==> config.mk <==
export PLATFORM = sky130hd
export DESIGN_NAME = kct_ctrl
export DESIGN_NICKNAME = d
export VERILOG_FILES = /design/src/design/kct_pkg.sv /design/src/design/kct_ctrl.sv
export SDC_FILE = /design/constraint.sdc
export NUM_CORES = 1
export LEC_CHECK = 0
export BUFFER_PORTS_ARGS = -buffer_cell sky130_fd_sc_hd__buf_2
export CORE_ASPECT_RATIO = 0.8
export CORE_MARGIN = 5
export CORE_UTILIZATION = 45
export CTS_CLUSTER_DIAMETER = 100
export DETAILED_ROUTE_END_ITERATION = 8
export GPL_TIMING_DRIVEN = 1
export PLACE_DENSITY = 0.8
export SLEW_MARGIN = 30
export SYNTH_ARGS = -nofsm -noshare
export SYNTH_HDL_FRONTEND = slang
export SYNTH_SLANG_ARGS = --single-unit
==> constraint.sdc <==
create_clock -name clk -period 2.6 [get_ports clk]
set_clock_uncertainty 0.1 [all_clocks]
set_input_delay 0.13 -clock clk [delete_from_list [all_inputs] [get_ports clk]]
set_output_delay 0.13 -clock clk [all_outputs]
set_load 0.05 [all_outputs]
==> src/design/kct_pkg.sv <==
// Shared types, sizes and codes for the keyed context table.
`default_nettype none

package kct_pkg;

    // Table geometry
    localparam int ENTRY_COUNT = 256;
    localparam int SLOT_COUNT  = 8;

    localparam int IDX_W   = $clog2(ENTRY_COUNT);
    localparam int CNT_W   = IDX_W + 1;
    localparam int SLOT_W  = (SLOT_COUNT > 1) ? $clog2(SLOT_COUNT) : 1;
    localparam int VDEPTH  = ENTRY_COUNT * SLOT_COUNT;
    localparam int VADDR_W = $clog2(VDEPTH);

    localparam int KEY_W    = 32;
    localparam int VAL_W    = 32;
    localparam int OP_W     = 2;
    localparam int SLOTF_W  = 8;
    localparam int STATUS_W = 3;

    localparam logic [SLOTF_W-1:0] SLOT_LIMIT = SLOTF_W'(SLOT_COUNT);
    localparam logic [SLOT_W-1:0]  LAST_SLOT  = SLOT_W'(SLOT_COUNT - 1);
    localparam logic [CNT_W-1:0]   ENTRY_MAX  = CNT_W'(ENTRY_COUNT);

    // Operation codes; the two spare codes act as find
    localparam logic [OP_W-1:0] OP_SAVE   = 2'd0;
    localparam logic [OP_W-1:0] OP_DELETE = 2'd1;

    // Result status codes
    localparam logic [STATUS_W-1:0] STATUS_OK        = 3'd0;
    localparam logic [STATUS_W-1:0] STATUS_NOT_FOUND = 3'd1;
    localparam logic [STATUS_W-1:0] STATUS_BAD_SLOT  = 3'd2;
    localparam logic [STATUS_W-1:0] STATUS_FULL      = 3'd3;
    localparam logic [STATUS_W-1:0] STATUS_ZERO_KEY  = 3'd4;

    // Sequencer states
    typedef enum logic [2:0] {
        ST_IDLE,
        ST_SEARCH,
        ST_DECIDE,
        ST_CLEAR,
        ST_FETCH,
        ST_DONE
    } state_t;

    // One request as taken from the input beat
    typedef struct packed {
        logic [VAL_W-1:0]   value_in;
        logic [SLOTF_W-1:0] slot_index;
        logic [KEY_W-1:0]   resource_key;
        logic [OP_W-1:0]    op;
    } req_t;

    // One result handed to the output stage
    typedef struct packed {
        logic [VAL_W-1:0]    value_out;
        logic [STATUS_W-1:0] status;
    } res_t;

    // Write port of the key memory
    typedef struct packed {
        logic             we;
        logic [IDX_W-1:0] addr;
        logic [KEY_W-1:0] data;
    } key_wr_t;

    // Write port of the value memory
    typedef struct packed {
        logic               we;
        logic [VADDR_W-1:0] addr;
        logic [VAL_W-1:0]   data;
    } val_wr_t;

    // Flat value memory address of one slot of one entry
    function automatic logic [VADDR_W-1:0] val_addr(input logic [IDX_W-1:0] ent,
                                                    input logic [SLOT_W-1:0] slot);
        return VADDR_W'(ent) * VADDR_W'(SLOT_COUNT) + VADDR_W'(slot);
    endfunction

endpackage

`default_nettype wire

==> src/design/kct_ctrl.sv <==
// Sequencer: linear key scan with one shared comparator, then slot update.
`default_nettype none

module kct_ctrl (
    input  wire logic                        clk,
    input  wire logic                        rst_n,
    input  wire logic                        req_valid,
    output logic                             req_ready,
    input  wire kct_pkg::req_t               req,
    output logic                             res_valid,
    input  wire logic                        res_ready,
    output kct_pkg::res_t                    res,
    output logic [kct_pkg::IDX_W-1:0]        key_raddr,
    input  wire logic [kct_pkg::KEY_W-1:0]   key_rdata,
    output kct_pkg::key_wr_t                 key_wr,
    output logic [kct_pkg::VADDR_W-1:0]      val_raddr,
    input  wire logic [kct_pkg::VAL_W-1:0]   val_rdata,
    output kct_pkg::val_wr_t                 val_wr
);

    kct_pkg::state_t state_reg, state_next;

    logic [kct_pkg::OP_W-1:0]     op_reg, op_next;
    logic [kct_pkg::KEY_W-1:0]    key_reg, key_next;
    logic [kct_pkg::SLOT_W-1:0]   slot_reg, slot_next;
    logic [kct_pkg::VAL_W-1:0]    val_reg, val_next;
    logic [kct_pkg::CNT_W-1:0]    scan_reg, scan_next;
    logic                         pend_reg, pend_next;
    logic [kct_pkg::IDX_W-1:0]    pend_idx_reg, pend_idx_next;
    logic                         found_reg, found_next;
    logic [kct_pkg::IDX_W-1:0]    ent_reg, ent_next;
    logic                         free_vld_reg, free_vld_next;
    logic [kct_pkg::IDX_W-1:0]    free_idx_reg, free_idx_next;
    logic [kct_pkg::CNT_W-1:0]    used_reg, used_next;
    logic [kct_pkg::SLOT_W-1:0]   clr_reg, clr_next;
    logic [kct_pkg::STATUS_W-1:0] status_reg, status_next;
    logic [kct_pkg::VAL_W-1:0]    value_reg, value_next;

    logic                        issue;
    logic                        hit;
    logic                        free_hit;
    logic                        scan_end;
    logic                        has_room;
    logic [kct_pkg::SLOT_W-1:0]  slot_sel;
    logic [kct_pkg::IDX_W-1:0]   new_ent;

    // Shared key comparator on the previous cycle's read
    assign issue    = (scan_reg < used_reg);
    assign hit      = pend_reg && (key_rdata == key_reg);
    assign free_hit = pend_reg && (key_rdata == '0);
    assign scan_end = !issue && !pend_reg;
    assign has_room = (used_reg < kct_pkg::ENTRY_MAX);
    assign slot_sel = slot_reg;
    assign new_ent  = free_vld_reg ? free_idx_reg : used_reg[kct_pkg::IDX_W-1:0];

    // Next state
    always_comb
    begin
        state_next = state_reg;
        unique case (state_reg)
            kct_pkg::ST_IDLE:
            begin
                if (req_valid)
                begin
                    if (req.resource_key == '0 || req.slot_index >= kct_pkg::SLOT_LIMIT)
                    begin
                        state_next = kct_pkg::ST_DONE;
                    end
                    else
                    begin
                        state_next = kct_pkg::ST_SEARCH;
                    end
                end
            end
            kct_pkg::ST_SEARCH:
            begin
                if (hit || scan_end)
                begin
                    state_next = kct_pkg::ST_DECIDE;
                end
            end
            kct_pkg::ST_DECIDE:
            begin
                unique case (op_reg)
                    kct_pkg::OP_SAVE:
                    begin
                        if (!found_reg && (free_vld_reg || has_room))
                        begin
                            state_next = kct_pkg::ST_CLEAR;
                        end
                        else
                        begin
                            state_next = kct_pkg::ST_DONE;
                        end
                    end
                    kct_pkg::OP_DELETE:
                    begin
                        state_next = kct_pkg::ST_DONE;
                    end
                    default:
                    begin
                        state_next = found_reg ? kct_pkg::ST_FETCH : kct_pkg::ST_DONE;
                    end
                endcase
            end
            kct_pkg::ST_CLEAR:
            begin
                if (clr_reg == kct_pkg::LAST_SLOT)
                begin
                    state_next = kct_pkg::ST_DONE;
                end
            end
            kct_pkg::ST_FETCH:
            begin
                state_next = kct_pkg::ST_DONE;
            end
            kct_pkg::ST_DONE:
            begin
                if (res_ready)
                begin
                    state_next = kct_pkg::ST_IDLE;
                end
            end
            default:
            begin
                state_next = kct_pkg::ST_IDLE;
            end
        endcase
    end

    // Datapath and memory port outputs
    always_comb
    begin
        op_next       = op_reg;
        key_next      = key_reg;
        slot_next     = slot_reg;
        val_next      = val_reg;
        scan_next     = scan_reg;
        pend_next     = pend_reg;
        pend_idx_next = pend_idx_reg;
        found_next    = found_reg;
        ent_next      = ent_reg;
        free_vld_next = free_vld_reg;
        free_idx_next = free_idx_reg;
        used_next     = used_reg;
        clr_next      = clr_reg;
        status_next   = status_reg;
        value_next    = value_reg;
        key_wr        = '0;
        val_wr        = '0;
        req_ready     = 1'b0;
        res_valid     = 1'b0;

        unique case (state_reg)
            kct_pkg::ST_IDLE:
            begin
                req_ready = 1'b1;
                if (req_valid)
                begin
                    op_next       = req.op;
                    key_next      = req.resource_key;
                    slot_next     = req.slot_index[kct_pkg::SLOT_W-1:0];
                    val_next      = req.value_in;
                    scan_next     = '0;
                    pend_next     = 1'b0;
                    found_next    = 1'b0;
                    free_vld_next = 1'b0;
                    clr_next      = '0;
                    value_next    = '0;
                    status_next   = kct_pkg::STATUS_OK;
                    if (req.resource_key == '0)
                    begin
                        status_next = kct_pkg::STATUS_ZERO_KEY;
                    end
                    else if (req.slot_index >= kct_pkg::SLOT_LIMIT)
                    begin
                        status_next = kct_pkg::STATUS_BAD_SLOT;
                    end
                end
            end
            kct_pkg::ST_SEARCH:
            begin
                // Issue one key read per cycle, compare it the cycle after
                pend_next     = issue && !hit;
                pend_idx_next = scan_reg[kct_pkg::IDX_W-1:0];
                if (issue)
                begin
                    scan_next = scan_reg + 1'b1;
                end
                if (hit)
                begin
                    found_next = 1'b1;
                    ent_next   = pend_idx_reg;
                end
                else if (free_hit && !free_vld_reg)
                begin
                    free_vld_next = 1'b1;
                    free_idx_next = pend_idx_reg;
                end
            end
            kct_pkg::ST_DECIDE:
            begin
                unique case (op_reg)
                    kct_pkg::OP_SAVE:
                    begin
                        if (found_reg)
                        begin
                            val_wr.we   = 1'b1;
                            val_wr.addr = kct_pkg::val_addr(ent_reg, slot_sel);
                            val_wr.data = val_reg;
                        end
                        else if (free_vld_reg || has_room)
                        begin
                            // Claim a freed entry or append one
                            key_wr.we   = 1'b1;
                            key_wr.addr = new_ent;
                            key_wr.data = key_reg;
                            ent_next    = new_ent;
                            if (!free_vld_reg)
                            begin
                                used_next = used_reg + 1'b1;
                            end
                        end
                        else
                        begin
                            status_next = kct_pkg::STATUS_FULL;
                        end
                    end
                    kct_pkg::OP_DELETE:
                    begin
                        if (found_reg)
                        begin
                            val_wr.we   = 1'b1;
                            val_wr.addr = kct_pkg::val_addr(ent_reg, slot_sel);
                            key_wr.we   = 1'b1;
                            key_wr.addr = ent_reg;
                        end
                        else
                        begin
                            status_next = kct_pkg::STATUS_NOT_FOUND;
                        end
                    end
                    default:
                    begin
                        if (!found_reg)
                        begin
                            status_next = kct_pkg::STATUS_NOT_FOUND;
                        end
                    end
                endcase
            end
            kct_pkg::ST_CLEAR:
            begin
                // Sweep the new entry's slots, placing the saved value on the way
                val_wr.we   = 1'b1;
                val_wr.addr = kct_pkg::val_addr(ent_reg, clr_reg);
                val_wr.data = (clr_reg == slot_sel) ? val_reg : '0;
                clr_next    = clr_reg + 1'b1;
            end
            kct_pkg::ST_FETCH:
            begin
                value_next = val_rdata;
                if (val_rdata == '0)
                begin
                    status_next = kct_pkg::STATUS_NOT_FOUND;
                end
            end
            kct_pkg::ST_DONE:
            begin
                res_valid = 1'b1;
            end
            default:
            begin
                req_ready = 1'b0;
            end
        endcase
    end

    assign key_raddr     = scan_reg[kct_pkg::IDX_W-1:0];
    assign val_raddr     = kct_pkg::val_addr(ent_reg, slot_sel);
    assign res.status    = status_reg;
    assign res.value_out = value_reg;

    // Control state
    always_ff @(posedge clk or negedge rst_n)
    begin
        if (!rst_n)
        begin
            state_reg <= kct_pkg::ST_IDLE;
            used_reg  <= '0;
        end
        else
        begin
            state_reg <= state_next;
            used_reg  <= used_next;
        end
    end

    // Working registers
    always_ff @(posedge clk)
    begin
        op_reg       <= op_next;
        key_reg      <= key_next;
        slot_reg     <= slot_next;
        val_reg      <= val_next;
        scan_reg     <= scan_next;
        pend_reg     <= pend_next;
        pend_idx_reg <= pend_idx_next;
        found_reg    <= found_next;
        ent_reg      <= ent_next;
        free_vld_reg <= free_vld_next;
        free_idx_reg <= free_idx_next;
        clr_reg      <= clr_next;
        status_reg   <= status_next;
        value_reg    <= value_next;
    end

endmodule

`default_nettype wire

Word-level counts from Yosys, hierarchy flattened

Cells that the tools add are included.

Bitwise gates (word level): 3
Muxes and demuxes: 52
Add/subtract/negate cells: 5
Eq/ne operators: 22
Reductions and logical operators: 36
$lt $le $gt $ge: 3

Operators by type and width:

| cell                  | count |
|---|---|
| $mux W32              | 4 |
| $mux W41              | 3 |
| $logic_not A32 Y1     | 3 |
| $pmux W44 S2          | 1 |
| $pmux W32 S2          | 1 |
| $mux W44              | 1 |
| $mux W3               | 14 |
| $mux W8               | 5 |
| $pmux W9 S2           | 2 |
| $eq A32 B32 Y1        | 1 |
| $mux W9               | 3 |
| $ne A2 B2 Y1 const B  | 12 |
| $pmux W12 S2          | 1 |
| $add A11 B3 Y11       | 2 |
| $add A9 B1 Y9 const B | 2 |
| $pmux W3 S6           | 1 |
| $pmux W8 S2           | 1 |
| $reduce_and A5 Y1     | 3 |
| $mux W12              | 1 |
| $pmux W3 S2           | 2 |
| $eq A3 B3 Y1 const B  | 3 |
| $lt A9 B9 Y1          | 1 |
| $lt A9 B9 Y1 const B  | 1 |
| $pmux W3 S3           | 1 |
| 21 further kinds      | 52 |

Bits of input ports: 142
Register bits: 155

Logic depth before layout (Yosys ltp)

Word-level depth: 6
Gate-level depth with buffers: 7
Mapped depth without buffers: 7

Least setup slack after synthesis

No wires, ideal clock.

Path kind: flip-flop to flip-flop
From: register state_reg[0]
To: register free_vld_reg, enable pin
Buffers on the path: 1
Data required time: 2.203 ns
Cell stages (with the launch flop): 6
Slack: -1.502 ns
Arrival time: 3.705 ns
Cell sequence: dfrtp_1 buf_2 nor3_1 nand2_1 inv_1 a21o_1

Longest elaborated chain between the ends: 3

RTL lines:

| what                                                                | RTL line        | text |
|---|---|---|
| from (decl)                                                         | kct_ctrl.sv:21  | `kct_pkg::state_t state_reg, state_next;` |
| from (signal assigned)                                              | kct_ctrl.sv:289 | `state_reg <= kct_pkg::ST_IDLE;` |
| from (signal assigned)                                              | kct_ctrl.sv:294 | `state_reg <= state_next;` |
| $eq A3 B1 Y1 / $logic_not A3 Y1 (equally long branches)             | kct_ctrl.sv:154 | `unique case (state_reg)` |
| $ne A2 B2 Y1 (no line) / $reduce_bool A2 Y1 (equally long branches) | -               |  |
| $reduce_and A4 Y1 (no line) *                                       | -               |  |
| to (signal assigned)                                                | kct_ctrl.sv:311 | `free_vld_reg <= free_vld_next;` |
| to (decl)                                                           | kct_ctrl.sv:32  | `logic free_vld_reg, free_vld_next;` |

Every way passes the cells marked *; elsewhere a longest branch is shown, timed or not.
A chain may end at the register's enable or synchronous reset.

==> summary.txt <==
Run status
  – Status: finished clean

Drt
  – Drt pass-1 iters: 4
  – Total number of vias: 6189
  – DR iter-0 viols: 381
  – Post-route ant nets: 0
  – Final WL: 23600 µm
  – Wire per inst: 19.9 µm
  – Via density: 5.23
  – Post-route DRC: 0

Synthesis
  – Synth top area share: 58.6%
  – Async SR Flop Fraction: 7.74%
  – Mapped Avg Cell Area: 12.9 µm²
  – Synthesized Nets: 723
  – YS warnings: 0
  – Distinct cells, synth: 48
  – Main flop type after synthesis: edfxtp_1
  – Ranking of synthesized cells by area: edfxtp_1, and2_1, xnor2_1, dfrtp_1, nor4_1
  – Register area share after synthesis: 62.7%
  – Synth cell count leaders: edfxtp_1, and2_1, xnor2_1
  – Synth Register Bits: 155
  – Synthesized area: 7330 µm²
  – Top-count cell post-synth: edfxtp_1
  – EDFF count, synth: 143
  – Synth area leader: edfxtp_1
  – Cells after Synth: 569

Worst setup path
  – WS Path Type: reg -> out
  – CP max stage delay: 0.50 ns
  – Critical Path Source Type: flip-flop
  – Crit-path max FO: 32
  – Critical-path top delay cell: dfrtp_2
  – WP data arrival: 2.25 ns
  – Flop2flop setup slack: 0.15 ns
  – Element type at the critical path end: output port
  – Crit-path leading delay family: simple AND/OR/NAND/NOR gates
  – Critical Path RT: 2.37 ns
  – CP bufs+invs: 2
  – Crit-path cells: nor2b_4, and2_2, nand4_1, o21ai_2, buf_12, and2_1, clkbuf_4

Flow run
  – Max Cap Viol: 0

Layout
  – Final Cell Area: 10700 µm²
  – NumNets Final: 1111
  – N_diodes: 0
  – Syn-to-layout area delta: 45.7%
  – Final core utilization: 67.2%
  – Share of cells above drive strength 1: 35.6%

Place
  – Port Buffers: 282
  – GP Congestion: 0.919
  – Placed instance area: 9040 µm²
  – DP HPWL: 16300 µm

Timing
  – Fin crit share: 95.5%
  – Minimum clock period: 2.48 ns
  – RSZ-0062 raised after global routing: no
  – Final count of hold timing violations: 0
  – Slew Limit Fails: 0
  – Setup violators final: 0
  – Setup TNS: 0 ns
  – Worst-Margin Slew: 0.626 ns
  – Rel. slew slack: 57.7%
  – FMAX: 403 MHz

Clock tree
  – Root Driver: clkbuf_16
  – Worst skew pair latency: 0.42 ns
  – CTS tree: built
  – Clock Path Buffers: 2
  – CTS Sinks: 155
  – CTS Buf Count: 17
  – Htree depth: 4
  – Clk slew on worst S/H paths: 0.06 ns

Floorplanning
  – Initial Util: 46.1%
  – Die Area: 19000 µm²
  – I/O pin cnt: 283
  – Die Width: 153 µm
  – Row cnt: 41
  – DIE HEIGHT: 124 µm
  – Core area: 15900 µm²

Global routing
  – Grt total ovfl: 0
  – Number of global-route vias before repair: 6578
  – GRT Total Usage: 24.9%
  – Initial antenna violation count: 0
  – First-pass GRT wire length: 36100 µm
  – Largest net degree at the start of global routing: 65

Power
  – Power Density: 934 nW/µm²
  – Leakage power: 4.43 nW
  – VDD IR max: 0.579 mV

Min path
  – Worst hold path type: in -> async
==> placed cells by master, fill, tap and decap left out, types with 4 or more instances in the layout <==
cell           synthesis  layout
buf_2                  6     267
edfxtp_1             143     143
and2_1               109     108
dlygate4sd3_1          0     102
xnor2_1               43      43
nor2_1                27      27
nor4_1                25      25
nand2_1               25      24
nand4_1               24      24
clkbuf_16              0      17
inv_1                 15      14
ha_1                  12      12
o21ai_0               11      11
clkbuf_4               0      11
dfrtp_1               12      11
a21oi_1                9       9
mux2_2                 9       9
buf_4                  8       9
nor3_1                10       8
a22oi_1                8       8
nand3_1                7       7
and3_1                 7       7
buf_12                 0       7
xor2_1                 6       6
nor4b_1                4       4
a31oi_1                4       4
==> cell families after synthesis <==
kind of cell	synth area share (%)
compound gates	4.13
xor+xnor	5.86
flops	62.7
simple gates	20.7
fa+ha+maj	2.05
mux	1.52
buf+inv	3.11
==> what timing repair did <==
action,in CTS,in global routing
gates resized for setup,2,14
pin swaps,0,2
hold buffers,102,0
buffers inserted,0,0
endpoints found under the setup margin,32,44
hold endpoints to repair,113,0
==> routing by layer <==
metal | up-vias | track usage [%] | wire, µm
met4 | 0 | 6.79 | 383
met5 | - | 0 | 0
met2 | 366 | 42.9 | 11600
li1 | 2847 | - | -
met3 | 31 | 8.89 | 2340
met1 | 2945 | 30.1 | 9270
==> layout make-up <==
| cell class | instances | area, µm² |
|---|---|---|
| well taps | 215 | 269 |
| flip-flops and latches | 155 | 4600 |
| fillers | 1130 | 5220 |
| clock buffers | 18 | 429 |
| clock inverters | 13 | 153 |
| repair buffers | 396 | 2650 |
| multi-input cells | 372 | 2530 |
| inverters | 15 | 60.1 |
==> power by group <==
group | switching (mW) | total [mW] | leakage (nW) | internal (mW)
Combinational | 2.51 | 3.51 | 2.66 | 0.995
Sequential | 0.386 | 4.02 | 1.50 | 3.63
Clock | 0.957 | 2.45 | 0.278 | 1.49
==> worst reg2reg max path, delay by kind of cell, from the launching register on <==
family	cells	cell delay, ns
flip-flops	1	0.43
AND/OR/NAND/NOR	5	1.58
==> worst paths after layout <==
path,from,endpoint,cells past startpoint
setup / recovery,state_reg[2],val_wr[10],7
hold / removal,rst_n,used_reg[7],2
setup reg to reg,pend_reg,free_idx_reg[2],5
hold reg to reg,pend_idx_reg[7],free_idx_reg[7],0
max in group asynchronous,rst_n,state_reg[2],2
min in group clk,req[41],status_reg[1],3
==> per-stage QoR <==
step / total power [mW] / hold slack (ns) / std cells / setup slack [ns]
after floorplan: 6.49 / -0.266 / 569 / 0.0436
after global placement: 7.35 / -0.0813 / 1051 / 0.254
after detailed placement: 7.40 / -0.0814 / 1051 / 0.176
after CTS: 9.97 / 0.0399 / 1184 / 0.00354
after global routing: 10.4 / 0.0570 / 1184 / 0.0102
final: 9.98 / 0.0501 / 1184 / 0.116
(Power assumes the default switching activity.)
